**src/design/sfa_pkg.sv**
```systemverilog
// ---------------------------------------------------------------------------
// sfa_pkg - shared types and codes of the segregated-fit segment allocator
// Request codes, status codes, cell commands and the token control struct.
// ---------------------------------------------------------------------------
`default_nettype none
package sfa_pkg;

	localparam logic [1:0] FUNC_EXACT = 2'd0;
	localparam logic [1:0] FUNC_BEST  = 2'd1;
	localparam logic [1:0] FUNC_PIECE = 2'd2;
	localparam logic [1:0] FUNC_FREE  = 2'd3;

	localparam logic [1:0] STAT_OK   = 2'd0;
	localparam logic [1:0] STAT_OOM  = 2'd1;
	localparam logic [1:0] STAT_FULL = 2'd2;

	// results per item, the final failure result included
	localparam int MAX_RESULTS = 32;
	localparam int RES_BITS    = 5;

	typedef enum logic [1:0] {
		CMD_NONE   = 2'd0,
		CMD_CARVE  = 2'd1,
		CMD_TAKE   = 2'd2,
		CMD_INSERT = 2'd3
	} cmd_op_t;

	// control part of the scan token walking down the cell chain
	typedef struct packed {
		logic       valid;
		logic       merge;
		logic       fit_found;
		logic       max_found;
		logic       inv_found;
		logic       changed;
		logic       whole;
		logic [1:0] cnt;
	} tok_ctl_t;

endpackage
`default_nettype wire

```
**src/design/sfa_cell.sv**
```systemverilog
// ---------------------------------------------------------------------------
// sfa_cell - one free-segment table entry plus one stage of the scan chain
// Folds its entry into the passing token and registers it for the neighbor.
// ---------------------------------------------------------------------------
`default_nettype none
module sfa_cell
	import sfa_pkg::*;
#(
	parameter int ADDR_BITS    = 16,
	parameter int MAX_SEGMENTS = 32,
	parameter int IDX          = 0
) (
	input  wire logic                            clk,
	input  wire logic                            arst_n,
	input  wire logic                            clr,
	input  wire logic [ADDR_BITS:0]              pool,
	input  wire cmd_op_t                         cmd_op,
	input  wire logic [$clog2(MAX_SEGMENTS)-1:0] cmd_idx,
	input  wire logic [ADDR_BITS:0]              cmd_lo,
	input  wire logic [ADDR_BITS:0]              cmd_hi,
	input  wire tok_ctl_t                        ti_ctl,
	input  wire logic [ADDR_BITS:0]              ti_size,
	input  wire logic [ADDR_BITS-1:0]            ti_s,
	input  wire logic [ADDR_BITS:0]              ti_e,
	input  wire logic [ADDR_BITS:0]              ti_fit_len,
	input  wire logic [ADDR_BITS-1:0]            ti_fit_start,
	input  wire logic [$clog2(MAX_SEGMENTS)-1:0] ti_fit_idx,
	input  wire logic [ADDR_BITS:0]              ti_max_len,
	input  wire logic [ADDR_BITS-1:0]            ti_max_start,
	input  wire logic [$clog2(MAX_SEGMENTS)-1:0] ti_max_idx,
	input  wire logic [$clog2(MAX_SEGMENTS)-1:0] ti_inv_idx,
	output tok_ctl_t                             to_ctl,
	output logic [ADDR_BITS:0]                   to_size,
	output logic [ADDR_BITS-1:0]                 to_s,
	output logic [ADDR_BITS:0]                   to_e,
	output logic [ADDR_BITS:0]                   to_fit_len,
	output logic [ADDR_BITS-1:0]                 to_fit_start,
	output logic [$clog2(MAX_SEGMENTS)-1:0]      to_fit_idx,
	output logic [ADDR_BITS:0]                   to_max_len,
	output logic [ADDR_BITS-1:0]                 to_max_start,
	output logic [$clog2(MAX_SEGMENTS)-1:0]      to_max_idx,
	output logic [$clog2(MAX_SEGMENTS)-1:0]      to_inv_idx
);

	localparam int IW = $clog2(MAX_SEGMENTS);
	localparam logic [IW-1:0] MY_IDX = IW'(IDX);

	logic [ADDR_BITS-1:0] start_q;
	logic [ADDR_BITS:0]   end_q;
	logic                 valid_q;

	logic [ADDR_BITS:0]   len;
	logic                 hit;
	logic                 post_valid;
	tok_ctl_t             n_ctl;
	logic [ADDR_BITS-1:0] n_s;
	logic [ADDR_BITS:0]   n_e;
	logic [ADDR_BITS:0]   n_fit_len, n_max_len;
	logic [ADDR_BITS-1:0] n_fit_start, n_max_start;
	logic [IW-1:0]        n_fit_idx, n_max_idx, n_inv_idx;

	always_comb begin
		len        = end_q - {1'b0, start_q};
		hit        = ti_ctl.valid && ti_ctl.merge && valid_q &&
		             ({1'b0, start_q} <= ti_e) && (end_q >= {1'b0, ti_s});
		post_valid = valid_q && !hit;
		n_ctl       = ti_ctl;
		n_s         = ti_s;
		n_e         = ti_e;
		n_fit_len   = ti_fit_len;
		n_fit_start = ti_fit_start;
		n_fit_idx   = ti_fit_idx;
		n_max_len   = ti_max_len;
		n_max_start = ti_max_start;
		n_max_idx   = ti_max_idx;
		n_inv_idx   = ti_inv_idx;
		if (hit) begin
			if (start_q < ti_s) n_s = start_q;
			if (end_q > ti_e) n_e = end_q;
			n_ctl.changed = 1'b1;
		end
		if (!ti_ctl.merge && valid_q) begin
			// smallest fitting segment, lowest address on a tie
			if (len >= ti_size && (!ti_ctl.fit_found || len < ti_fit_len ||
			    (len == ti_fit_len && start_q < ti_fit_start))) begin
				n_ctl.fit_found = 1'b1;
				n_fit_len       = len;
				n_fit_start     = start_q;
				n_fit_idx       = MY_IDX;
			end
			// largest segment overall, lowest address on a tie
			if (!ti_ctl.max_found || len > ti_max_len ||
			    (len == ti_max_len && start_q < ti_max_start)) begin
				n_ctl.max_found = 1'b1;
				n_max_len       = len;
				n_max_start     = start_q;
				n_max_idx       = MY_IDX;
			end
		end
		if (post_valid) begin
			n_ctl.cnt = (ti_ctl.cnt == 2'd0) ? 2'd1 : 2'd2;
			if (start_q == '0 && end_q == pool) n_ctl.whole = 1'b1;
		end else if (!ti_ctl.inv_found) begin
			n_ctl.inv_found = 1'b1;
			n_inv_idx       = MY_IDX;
		end
	end

	always_ff @(posedge clk or negedge arst_n) begin
		if (!arst_n) begin
			to_ctl <= '0;
		end else begin
			to_ctl <= n_ctl;
		end
	end

	always_ff @(posedge clk) begin
		to_size      <= ti_size;
		to_s         <= n_s;
		to_e         <= n_e;
		to_fit_len   <= n_fit_len;
		to_fit_start <= n_fit_start;
		to_fit_idx   <= n_fit_idx;
		to_max_len   <= n_max_len;
		to_max_start <= n_max_start;
		to_max_idx   <= n_max_idx;
		to_inv_idx   <= n_inv_idx;
	end

	always_ff @(posedge clk or negedge arst_n) begin
		if (!arst_n) begin
			valid_q <= (IDX == 0);
			start_q <= '0;
			end_q   <= (ADDR_BITS+1)'(1) << ADDR_BITS;
		end else if (clr) begin
			valid_q <= (IDX == 0);
			start_q <= '0;
			end_q   <= pool;
		end else if (hit) begin
			valid_q <= 1'b0;
		end else if (cmd_idx == MY_IDX) begin
			case (cmd_op)
				CMD_CARVE: begin
					start_q <= start_q + cmd_lo[ADDR_BITS-1:0];
				end
				CMD_TAKE: begin
					valid_q <= 1'b0;
				end
				CMD_INSERT: begin
					valid_q <= 1'b1;
					start_q <= cmd_lo[ADDR_BITS-1:0];
					end_q   <= cmd_hi;
				end
				default: begin
				end
			endcase
		end
	end

endmodule
`default_nettype wire

```
**config.mk**
```make
export PLATFORM = sky130hd
export DESIGN_NAME = sfa_cell
export DESIGN_NICKNAME = d
export VERILOG_FILES = /design/src/design/sfa_pkg.sv /design/src/design/sfa_cell.sv
export SDC_FILE = /design/constraint.sdc
export NUM_CORES = 1
export LEC_CHECK = 0
export ABC_AREA = 0
export BUFFER_PORTS_ARGS = -buffer_cell sky130_fd_sc_hd__buf_2
export CORE_MARGIN = 3
export CORE_UTILIZATION = 40
export DETAILED_ROUTE_END_ITERATION = 8
export REMOVE_ABC_BUFFERS = 1
export SLEW_MARGIN = 20
export SYNTH_ARGS = -nofsm -noshare
export SYNTH_HDL_FRONTEND = slang
export SYNTH_SLANG_ARGS = --single-unit
```
**constraint.sdc**
```tcl
create_clock -name clk -period 6.6 [get_ports clk]
set_input_delay 0 -clock clk [delete_from_list [all_inputs] [get_ports clk]]
set_output_delay 0 -clock clk [all_outputs]
set_load 0.02 [all_outputs]
```
; After elaboration in Yosys (flattened, before gate mapping)
; Cells that the tools add are included.
[op_classes]
mux = 38
add_sub_neg = 2
reduce_logical = 29
n_eq_ne = 7
magnitude_cmp = 9
[op_table]
columns = operator, n
row1 = 2-to-1 mux 17 bit, 10
row2 = 2-to-1 mux 16 bit, 9
row3 = == test 17 bit, 3
row4 = < comparator 16 bit, 3
row5 = greater-than comparator 17 bit, 2
row6 = case mux 16 bit (2 select lines), 1
row7 = 2-to-1 mux 5 bit, 6
row8 = greater-or-equal comparator 17 x 16 -> 1 bit, 1
row9 = greater-or-equal comparator 17 bit, 1
row10 = <= comparator 16 x 17 -> 1 bit, 1
row11 = < comparator 17 bit, 1
row12 = subtractor 17 x 16 -> 17 bit, 1
row13 = adder 16 bit, 1
row14 = logical NOT 16 bit, 1
row15 = logical AND 1 bit, 10
row16 = 2-to-1 mux 1 bit, 8
row17 = AND reduction 3 bit, 2
row18 = nonzero test 3 bit, 2
row19 = logical NOT 5 bit, 1
row20 = == test 2 bit (second input constant), 2
row21 = logical NOT 1 bit, 4
row22 = logical OR 1 bit, 4
row23 = 2-to-1 mux 2 bit, 2
row24 = nonzero test 2 bit, 2
row25 = 7 further kinds, 7
[totals]
out_inout_bits = 140
elab_cells = 106
in_bits = 201
regBits = 174

; Longest topological paths before layout
; Gate-level depths: netlist of run 1.
[depth]
word_depth = 7
ltp_mapped = 21
mapped_depth_nobuf = 19

; Worst setup path before layout of run 1
; OpenSTA, ideal clock, no wires.
[synth_path]
path_kind = flip-flop to flip-flop
from = reg start_q[0]
to = reg to_fit_start[10]
t_arrival_ns = 4.427
slack_ns = 2.102
t_required_ns = 6.528
setup_time_ns = 0.072
path_stages_with_launch = 21
period_less_slack_ns = 4.498
n_path_buf = 2
cell_sequence = dfrtp_1 ha_1 fa_1 nor2b_1 o21a_1 o21ai_0 a21oi_1 a21o_1 a2111oi_0 nor3_1 ha_1 a21o_1 a21o_1 a211o_1 o211ai_1 o311ai_0 a41oi_1 o21bai_1 buf_2 buf_2 mux2i_1
[synth_between]
elab_chain_cells = 7
word_cells_on_any_way = 11
classes_between = 1 x add/sub / 3 x order compare / 1 x eq/ne / 2 x mux / 4 x reduce/logical
[synth_rtl]
columns = item, line
row1 = start: declaration, sfa_cell.sv:48  ; logic [ADDR_BITS-1:0] start_q;
row2 = start signal: assignment, sfa_cell.sv:144  ; start_q <= start_q + cmd_lo[ADDR_BITS-1:0];
row3 = start signal: assignment, sfa_cell.sv:151  ; start_q <= cmd_lo[ADDR_BITS-1:0];
row4 = subtractor 17 x 16 -> 17 bit, sfa_cell.sv:63  ; len = end_q - {1'b0, start_q};
row5 = < comparator 17 bit or == test 17 bit (tied branches), "sfa_cell.sv:84, sfa_cell.sv:85"
row6 = logical OR 1 bit or logical AND 1 bit (tied branches), "sfa_cell.sv:84, sfa_cell.sv:85"
row7 = logical OR 1 bit, sfa_cell.sv:84  ; if (len >= ti_size && (!ti_ctl.fit_found || len < ti_fit_len ||
row8 = logical AND 1 bit (*), sfa_cell.sv:84
row9 = 2-to-1 mux 16 bit (*), sfa_cell.sv:84
row10 = 2-to-1 mux 16 bit (*), sfa_cell.sv:82  ; if (!ti_ctl.merge && valid_q) begin
row11 = net n_fit_start[10], sfa_cell.sv:59  ; logic [ADDR_BITS-1:0] n_fit_start, n_max_start;
row12 = end signal: assignment, sfa_cell.sv:122  ; to_fit_start <= n_fit_start;
row13 = end: declaration, sfa_cell.sv:37  ; output logic [ADDR_BITS-1:0] to_fit_start,
; Mark *: on every way through the listed nets, which the timed path passes. The rest lies on a longest branch.
; A chain may end at the register's enable or synchronous reset.

; Worst setup path after layout of run 1
[layout_path]
from = reg end_q[0]
to = reg to_fit_len[16]
[layout_between]
elab_chain_cells = 7
word_cells_on_any_way = 10
classes_between = 1 x add/sub / 2 x order compare / 1 x eq/ne / 2 x mux / 4 x reduce/logical
[layout_rtl]
columns = item, line
row1 = start: declaration, sfa_cell.sv:49  ; logic [ADDR_BITS:0] end_q;
row2 = start signal: assignment, sfa_cell.sv:134  ; end_q <= (ADDR_BITS+1)'(1) << ADDR_BITS;
row3 = start signal: assignment, sfa_cell.sv:138  ; end_q <= pool;
row4 = start signal: assignment, sfa_cell.sv:152  ; end_q <= cmd_hi;
row5 = subtractor 17 x 16 -> 17 bit (*), sfa_cell.sv:63
row6 = < comparator 17 bit or == test 17 bit (tied branches), "sfa_cell.sv:84, sfa_cell.sv:85"
row7 = logical OR 1 bit or logical AND 1 bit (tied branches), "sfa_cell.sv:84, sfa_cell.sv:85"
row8 = logical OR 1 bit, sfa_cell.sv:84
row9 = logical AND 1 bit, sfa_cell.sv:84
row10 = 2-to-1 mux 17 bit (*), sfa_cell.sv:84
row11 = 2-to-1 mux 17 bit (*), sfa_cell.sv:82
row12 = net n_fit_len[16], sfa_cell.sv:58  ; logic [ADDR_BITS:0] n_fit_len, n_max_len;
row13 = end signal: assignment, sfa_cell.sv:121  ; to_fit_len <= n_fit_len;
row14 = end: declaration, sfa_cell.sv:36  ; output logic [ADDR_BITS:0] to_fit_len,
; Marked as above.

==> results.json, run 1 <==
{
  "tightest_slew_ns": 1.01,
  "antenna_found_initial": 2,
  "r2r_setup_slack_ns": 0.80,
  "grt_pass1_vias": 10651,
  "wl_per_cell_um": 18.3,
  "relSlewSlack_pct": 32.4,
  "ys_seq_area_share_pct": 33.4,
  "maxSlewViolCount": 0,
  "synth-async-reset-ratio_pct": 24.7,
  "final_net_count": 2083,
  "path_class": "flip-flop to flip-flop",
  "rows": 60,
  "hold_end": "start_q[15]$_DFFE_PN0P_",
  "cts_tree": "built",
  "dieArea_um2": 29800,
  "setup_viol": 0,
  "grt_pass1_wl_um": 57400,
  "clk_pin_slew_ns": 0.08,
  "synth_flop_cell": "dfxtp_1",
  "status": "finished, final reports clean",
  "drtAntennaViolNets": 0,
  "yosys.area_share.simple_pct": 11.4,
  "grt_overflow": 0,
  "syn2layout_area_growth_pct": 41.9,
  "arrival_ns": 6.13,
  "htree_levels": 4,
  "most-common-layout-cells": "339 x buf_2, 192 x dlygate4sd3_1, 176 x ha_1",
  "hold_ws_ns": 0.0728,
  "clk-insertion-delay-late_ns": 0.44,
  "first_pass_iters": 5,
  "grt_max_degree": 52,
  "reg2reg_from": "end_q[0]$_DFFE_PN0P_",
  "hold_violations": 0,
  "rr_endpoint": "to_fit_len[16]$_DFF_P_",
  "cp-end-kind": "flip-flop",
  "portBuffers": 339,
  "clock_skew_ns": 0.0150,
  "globalplace.congestion": 0.891,
  "drive_above_1_share_pct": 26.0,
  "hold_start": "cmd_lo[15]",
  "hold_depth": 4,
  "hpwl_um": 29100,
  "synth_edf_count": 0,
  "cts_sinks": 174,
  "startpoint_type": "flip-flop",
  "r2r_cells": 20,
  "min_path_type": "primary input to flip-flop",
  "synth.area.mux_share_pct": 11.6,
  "cts_buffer_depth": 2,
  "syn_area_um2": 11100,
  "ys_ff_latch": 174,
  "vias": 10649,
  "start_util_pct": 40.9,
  "post_cts.repair.setup_buffers": 0,
  "fin_crit_sh_pct": 87.9,
  "core_um2": 27100,
  "track_usage_pct": 25.0,
  "via_per_inst": 5.10,
  "synth_xor_area_share_pct": 2.84,
  "die_y_um": 172,
  "drcViolationCount": 0,
  "synth_cell_types": 70,
  "cts_buffers": 17,
  "final_common_cell": "buf_2",
  "drt_iter0_drc": 643,
  "stdcell_count": 2090,
  "avgSynthCellArea_um2": 9.48,
  "routed_wl_um": 38300,
  "timing.max_cap.violations": 0,
  "cts_resized": 0,
  "clock.fmax_mhz": 172,
  "rsz0062_at_grt": "false",
  "ir_drop_mv": 0.143,
  "worstPathRequired_ns": 6.93,
  "p_per_area_nw_per_um2": 213,
  "die_w_um": 172,
  "cts_root_buf": "clkbuf_16",
  "placed_cells": 1865,
  "leakage_nw": 8.17,
  "syn_inst": 1170,
  "io_pins": 341,
  "synth_compound_area_share_pct": 14.1,
  "synth_warnings": 0,
  "crit_path_max_fanout": 26,
  "synth_fa_ha_area_share_pct": 20.2,
  "synth_top_family_by_area": "adder cells",
  "tns_ns": 0,
  "finalCriticalPeriod_ns": 5.80,
  "power_w": 0.00335
}
==> power by group <==
part	leakage [nW]	switching [W]	internal, W	total (W)
clock network	0.289	0.000528	0.000513	0.00104
registers	1.65	0.0000627	0.00117	0.00123
logic	6.23	0.000598	0.000481	0.00108
total	8.17	0.00119	0.00216	0.00335
==> cells in the mapped netlist, types with 6 or more instances <==
master	instances	share of area, %
a211oi_1	21	1.4
a21o_1	26	1.8
a21oi_1	64	2.9
a31oi_1	7	0.39
and2_1	8	0.45
buf_2	7	0.32
clkbuf_1	15	0.51
dfrtp_1	41	9.3
dfxtp_1	131	24
ha_1	176	20
inv_1	149	5.0
mux2_2	48	4.9
mux2i_1	72	6.5
nand2_1	46	1.6
nand2b_1	8	0.45
nand3_1	15	0.68
nand4_1	24	1.4
nor2_1	57	1.9
nor2b_1	31	1.7
nor3_1	18	0.81
nor4_1	9	0.51
o21a_1	6	0.41
o21ai_0	57	2.6
o21bai_1	6	0.41
xnor2_1	22	1.7
xor2_1	14	1.1
==> worst max-delay path by stage <==
stage	end	from
2_1_floorplan	to_fit_len[10]$_DFF_P_	start_q[2]$_DFFE_PN0P_
3_3_place_gp	to_fit_len[11]$_DFF_P_	start_q[2]$_DFFE_PN0P_
3_5_place_dp	to_fit_len[11]$_DFF_P_	end_q[0]$_DFFE_PN0P_
4_1_cts	to_fit_len[11]$_DFF_P_	end_q[0]$_DFFE_PN0P_
5_1_grt	to_fit_len[11]$_DFF_P_	start_q[2]$_DFFE_PN0P_
6_report	to_fit_len[16]$_DFF_P_	end_q[0]$_DFFE_PN0P_
==> flip-flops by register name, summed over array words and instances (netlist names), 9 cells and up <==
| signal | cells |
|---|---|
| to_fit_len | 17 |
| start_q | 16 |
| to_s | 16 |
| end_q | 17 |
| to_e | 17 |
| to_size | 17 |
| to_max_len | 17 |
| to_fit_start | 16 |
| to_ctl | 9 |
| to_max_start | 16 |
==> critical path, stage by stage (launching register included) <==
cell and delay (ns):
dfrtp_1 0.40, inv_1 0.11, ha_1 0.23, fa_1 0.42, nor2b_1 0.13, o21a_1 0.13
o21ai_0 0.15, a21oi_1 0.41, a21o_1 0.22, a2111oi_0 0.10, nor3_1 0.59, ha_1 0.37
a21o_1 0.16, a21o_1 0.17, a211o_1 0.28, o211ai_1 0.09, o311ai_0 0.20, a41oi_1 0.35
o21bai_4 0.46, buf_4 0.34, mux2_2 0.36
==> metrics by stage <==
| stage | utilization, % | setup WS, ns | area, um2 |
|---|---|---|---|
| 2_1_floorplan | - | 0.848 | 10900 |
| 3_3_place_gp | 48.8 | 1.03 | 13200 |
| 3_5_place_dp | 48.8 | 0.927 | 13200 |
| 4_1_cts | 58.0 | 0.850 | 15700 |
| 5_1_grt | 58.0 | 0.402 | 15700 |
| 6_report | 58.0 | 0.801 | 15700 |
==> repair_timing <==
action	CTS	global route
hold buffers	192	0
endpoints found under the hold margin	213	0
setup endpoints to repair	0	0
==> logic make-up after synthesis <==
group           count (synthesis)
simple gates                  244
compound gates                238
buf+inv                       178
fa+ha+maj                     178
flops                         174
mux                           122
xor+xnor                       36
==> layer usage <==
| layer | vias up | routed length (um) | track usage (%) |
|---|---|---|---|
| met3 | 45 | 2030 | 3.43 |
| met2 | 335 | 18900 | 45.1 |
| met4 | 2 | 834 | 7.43 |
| met5 | - | 13 | 0 |
| met1 | 5021 | 16600 | 31.1 |
| li1 | 5246 | - | - |
==> cell type report <==
class,instances,area [um2]
antenna,1,2.50
clock buffer,17,425
clock inverter,15,163
fill,2345,11400
inverter,149,559
multi-input combinational,818,6690
sequential,174,3700
tap,372,465
timing repair buffer,544,3730
(Power assumes the default switching activity.)
==> run 2: changes to the inputs <==
- REMOVE_ABC_BUFFERS: 1 -> unset
==> results.json, run 2 (synthesis gave the netlist of run 1 again) <==
{
  "placed_cells": 1872,
  "hold_ws_ns": 0.0606,
  "hold_start": "cmd_lo[15]",
  "most-common-layout-cells": "339 x buf_2, 190 x dlygate4sd3_1, 176 x ha_1",
  "syn2layout_area_growth_pct": 42.5,
  "combPwrFrac_pct": 32.4,
  "hold_depth": 4,
  "die_w_um": 172,
  "hold_buffers": 190,
  "hold_end": "start_q[15]$_DFFE_PN0P_",
  "ir_drop_mv": 0.127,
  "cp-end-kind": "flip-flop",
  "tightest_slew_ns": 1.04,
  "grt_pass1_wl_um": 58300,
  "arrival_ns": 5.82,
  "multi_input_area_um2": 6690,
  "globalRoute.busiestLayer": "met2",
  "timing.max_cap.violations": 0,
  "first_pass_iters": 5,
  "worstPathRequired_ns": 6.90,
  "r2r_cells": 21,
  "routed_wl_um": 39400,
  "tns_ns": 0,
  "cts_resized": 0,
  "regArea_um2": 3700,
  "p_per_area_nw_per_um2": 213,
  "wl_per_cell_um": 18.8,
  "status": "finished, final reports clean",
  "leakage_nw": 8.22,
  "cts_buffer_depth": 2,
  "use_met2_pct": 46.3,
  "dieArea_um2": 29800,
  "post_cts.repair.setup_buffers": 0,
  "relSlewSlack_pct": 30.6,
  "hpwl_um": 29900,
  "min_path_type": "primary input to flip-flop",
  "core_um2": 27100,
  "io_pins": 341,
  "globalplace.congestion": 0.896,
  "cts_buffers": 17,
  "htree_levels": 4,
  "final_net_count": 2088,
  "drcViolationCount": 0,
  "drive_above_1_share_pct": 26.3,
  "maxSlewViolCount": 0,
  "final_common_cell": "buf_2",
  "drt_iter0_drc": 502,
  "grt_pass1_vias": 10739,
  "vias": 10648,
  "path_class": "flip-flop to flip-flop",
  "seq_power_share_pct": 36.4,
  "rows": 60,
  "cts_tree": "built",
  "crit_family": "compound AO/OA/AOI/OAI gates",
  "startpoint_type": "flip-flop",
  "clk_pin_slew_ns": 0.08,
  "switching_share_pct": 34.7,
  "cts_sinks": 174,
  "finalCriticalPeriod_ns": 5.52,
  "crit_path_max_fanout": 16,
  "p_clk_share_pct": 31.2,
  "syn_nets": 1549,
  "hold_violations": 0,
  "slowest_stage": "dfrtp_1",
  "clock.fmax_mhz": 181,
  "fillerInstances": 2383,
  "antenna_found_initial": 2,
  "rsz0062_at_grt": "false",
  "p_int_w": 0.00220,
  "die_y_um": 172,
  "drtAntennaViolNets": 0,
  "power.switching_w": 0.00117,
  "stdcell_count": 2096,
  "slowest_delay_ns": 0.61,
  "grt_overflow": 0,
  "track_usage_pct": 25.8,
  "clock_skew_ns": 0.0179,
  "grt_max_degree": 52,
  "rr_endpoint": "to_fit_start[10]$_DFF_P_",
  "start_util_pct": 40.9,
  "use_met3_pct": 5.24,
  "fin_crit_sh_pct": 83.6,
  "critPathLaunch": "start_q[2]$_DFFE_PN0P_",
  "met1_usage_pct": 31.1,
  "r2r_setup_slack_ns": 1.08,
  "portBuffers": 339,
  "clk-insertion-delay-late_ns": 0.44,
  "cts_root_buf": "clkbuf_16",
  "setup_viol": 0,
  "path_cells": "inv_1 -> ha_1 -> nor2b_1 -> o21a_1 -> o21ai_0 -> a21oi_1 -> a21o_1 -> a2111oi_0 -> nor3_1 -> buf_4 -> ha_1 -> a21oi_1 -> o21ai_0 -> a2111oi_0 -> a211oi_1 -> o31ai_1 -> o21bai_4 -> buf_16 -> buf_16 -> buf_4 -> mux2i_1",
  "crit_buf_inv": 5,
  "reg2reg_from": "start_q[2]$_DFFE_PN0P_",
  "via_per_inst": 5.08
}
run 2: cell types whose count changed in the layout (fill, tap and decap cells not counted), moves of 2 or more:
cell	change
inv_4	-2
buf_16	+2
dlygate4sd3_1	-2
buf_4	+6
clkinv_4	+2
inv_6	+2
run 2: metal layers:
metal / vias up / share of wire [%]
met5: - / 0
met4: 0 / 2.3
met3: 51 / 6.6
met2: 391 / 49
met1: 4938 / 43
li1: 5268 / -
run 2: cell type report:
cell class / count / area share, %
well taps: 372 / 2.95
flip-flops and latches: 174 / 23.4
multi-input cells: 818 / 42.3
clock buffers: 19 / 2.94
clock inverters: 13 / 0.847
repair buffers: 549 / 24.0
diodes: 2 / 0.0317
inverters: 149 / 3.54
run 2: stage by stage:
stage                     utilization (%)  power [W]  cell area (um2)  setup WS (ns)
after global routing                 58.3    0.00354            15800          0.754
after floorplan                         -    0.00187            11100           2.10
after detailed placement             49.1    0.00224            13300           1.16
final                                58.3    0.00337            15800           1.08
after global placement               48.9    0.00221            13200          0.900
after CTS                            58.3    0.00338            15800           1.08
run 2: worst max path at each step:
stage	endpoint	slack, ns	depth (start not counted)
3_3_place_gp	to_fit_start[15]$_DFF_P_	0.90	19
3_5_place_dp	to_fit_start[10]$_DFF_P_	1.16	19
5_1_grt	to_fit_start[10]$_DFF_P_	0.75	21
6_report	to_fit_start[10]$_DFF_P_	1.08	21
2_1_floorplan	to_fit_start[10]$_DFF_P_	2.10	20
4_1_cts	to_fit_start[10]$_DFF_P_	1.08	21
run 2: tightest hold or removal path, delay by kind of cell:
kind	cells	cell delay [ns]
compound gates	3	0.34
buf+inv	1	0.12
run 2: power by group through the flow:
stage                     Sequential, W  Clock (W)  Combinational, W
after floorplan                 0.00136          0          0.000503
after global routing            0.00124    0.00110           0.00120
after detailed placement        0.00125          0          0.000994
after global placement          0.00125          0          0.000964
final                           0.00122    0.00105           0.00109
after CTS                       0.00122    0.00107           0.00109
==> run 3: changes to the inputs <==
- PLACE_DENSITY: unset -> 0.67
- clock period: 6.6 -> 4.7 ns (I/O delays scaled with it)
==> results.json, run 3 (synthesis gave the netlist of run 1 again) <==
{
  "status": "finished, final reports clean",
  "via_per_inst": 5.25,
  "crit_path_max_fanout": 5,
  "finalCriticalPeriod_ns": 4.50,
  "final_common_cell": "buf_2",
  "portBuffers": 339,
  "path_class": "flip-flop to flip-flop",
  "core_um2": 27100,
  "die_w_um": 172,
  "most-common-layout-cells": "338 x buf_2, 190 x dlygate4sd3_1, 176 x ha_1",
  "wl_per_cell_um": 19.7,
  "min_path_type": "primary input to flip-flop",
  "clk_pin_slew_ns": 0.07,
  "power_w": 0.00480,
  "leakage_nw": 8.39,
  "rows": 60,
  "grt_pass1_wl_um": 61900,
  "drive_above_1_share_pct": 28.5,
  "dieArea_um2": 29800,
  "worst_slack_ns": 0.201,
  "insertedDiodeCount": 0,
  "startpoint_type": "flip-flop",
  "setup_viol": 0,
  "p_per_area_nw_per_um2": 298,
  "hold_ws_ns": 0.0163,
  "regArea_um2": 3700,
  "htree_levels": 4,
  "arrival_ns": 4.83,
  "grt_overflow": 0,
  "drt_iter0_drc": 675,
  "clk-insertion-delay-late_ns": 0.44,
  "final_net_count": 2128,
  "start_util_pct": 40.9,
  "drcViolationCount": 0,
  "cts_root_buf": "clkbuf_16",
  "globalplace.congestion": 0.912,
  "slowest_delay_ns": 0.39,
  "hold_violations": 0,
  "ir_drop_mv": 0.178,
  "cp-end-kind": "flip-flop",
  "vias": 11196,
  "maxSlewViolCount": 0,
  "cts_sinks": 174,
  "grt_pass1_vias": 11552,
  "cts_tree": "built",
  "slowest_stage": "a2111oi_4",
  "critPathMostFrequentCell": "buf_4",
  "fillerInstances": 2300,
  "grt_max_degree": 52,
  "track_usage_pct": 27.4,
  "hpwl_um": 31800,
  "relSlewSlack_pct": 33.8,
  "drtAntennaViolNets": 0,
  "syn_nets": 1549,
  "cts_buffers": 17,
  "routed_wl_um": 42100,
  "clock.fmax_mhz": 222,
  "die_y_um": 172,
  "antenna_found_initial": 1,
  "tightest_slew_ns": 0.994,
  "dp_slack_ns": -0.150,
  "fin_crit_sh_pct": 95.7,
  "path_cells": "inv_1 -> ha_1 -> fa_2 -> nor2b_1 -> o21a_1 -> o21ai_1 -> a21oi_1 -> a21o_1 -> a2111oi_4 -> nor3_2 -> buf_4 -> ha_1 -> a21oi_1 -> o21ai_1 -> a2111oi_2 -> a211oi_1 -> o31ai_2 -> buf_4 -> buf_4 -> o21bai_4 -> buf_4 -> mux2_2",
  "syn2layout_area_growth_pct": 45.4,
  "multi_input_area_um2": 6790,
  "first_pass_iters": 5,
  "cts_buffer_depth": 2,
  "clock_skew_ns": 0.0141,
  "io_pins": 341,
  "worstPathRequired_ns": 5.03,
  "timing.max_cap.violations": 0
}
==> run 3: area by class of cell <==
type                       instances  area share (%)
multi-input combinational        820            42.1
timing repair buffer             587            25.0
sequential                       174            23.0
inverter                         149            3.47
tap                              372            2.89
clock buffer                      17            2.64
clock inverter                    15           0.893
==> run 3: critical path: cells and delay by family (launching register included) <==
kind | cells | cell delay (ns)
flip-flops | 1 | 0.38
AND/OR/NAND/NOR | 2 | 0.16
AO/OA/AOI/OAI | 11 | 2.13
buffers and inverters | 5 | 0.73
multiplexers | 1 | 0.26
adder cells (fa/ha/maj) | 3 | 0.73
==> run 3: what timing repair did <==
| action | 4_1_cts | 5_1_grt |
|---|---|---|
| resized for setup | 4 | 12 |
| endpoints found under the setup margin | 38 | 52 |
| hold buffers | 190 | 0 |
| buffers inserted | 1 | 3 |
| gates cloned | 1 | 1 |
| hold endpoints to repair | 210 | 0 |
| pin swaps | 2 | 3 |
==> run 3: metrics by stage <==
stage / TNS [ns] / utilization (%) / instances / cell area (um2)
after floorplan: 0 / - / 1170 / 11100
after global placement: 0 / 49.9 / 1906 / 13500
after detailed placement: -4.33 / 49.9 / 1906 / 13500
after CTS: 0 / 59.1 / 2130 / 16000
after global routing: -0.00879 / 59.5 / 2134 / 16100
final: 0 / 59.5 / 2134 / 16100
==> run 3: report_power, final <==
part	switching (W)	internal [W]	total, W
registers	0.0000693	0.00164	0.00171
clock network	0.000728	0.000708	0.00144
logic	0.000911	0.000741	0.00165
==> run 3: per-layer routing <==
metal	vias to the layer above	part of all wire [%]	track usage, %
met5	-	0.024	0
met4	2	4.6	12.9
met3	107	7.0	4.48
met2	480	48	48.2
met1	5278	41	32.5
li1	5329	-	-
==> run 3: worst paths after layout <==
| check | start | to | slack [ns] | depth (start not counted) |
|---|---|---|---|---|
| hold reg to reg | start_q[4]$_DFFE_PN0P_ | to_fit_start[4]$_DFF_P_ | 0.63 | 2 |
| setup reg to reg | end_q[0]$_DFFE_PN0P_ | to_fit_len[16]$_DFF_P_ | 0.20 | 22 |
| max in group asynchronous | arst_n | start_q[5]$_DFFE_PN0P_ | 4.14 | 2 |
| setup / recovery | end_q[0]$_DFFE_PN0P_ | to_fit_len[16]$_DFF_P_ | 0.20 | 22 |
| min in group asynchronous | arst_n | start_q[15]$_DFFE_PN0P_ | 0.13 | 2 |
| hold / removal | cmd_lo[5] | start_q[5]$_DFFE_PN0P_ | 0.02 | 3 |
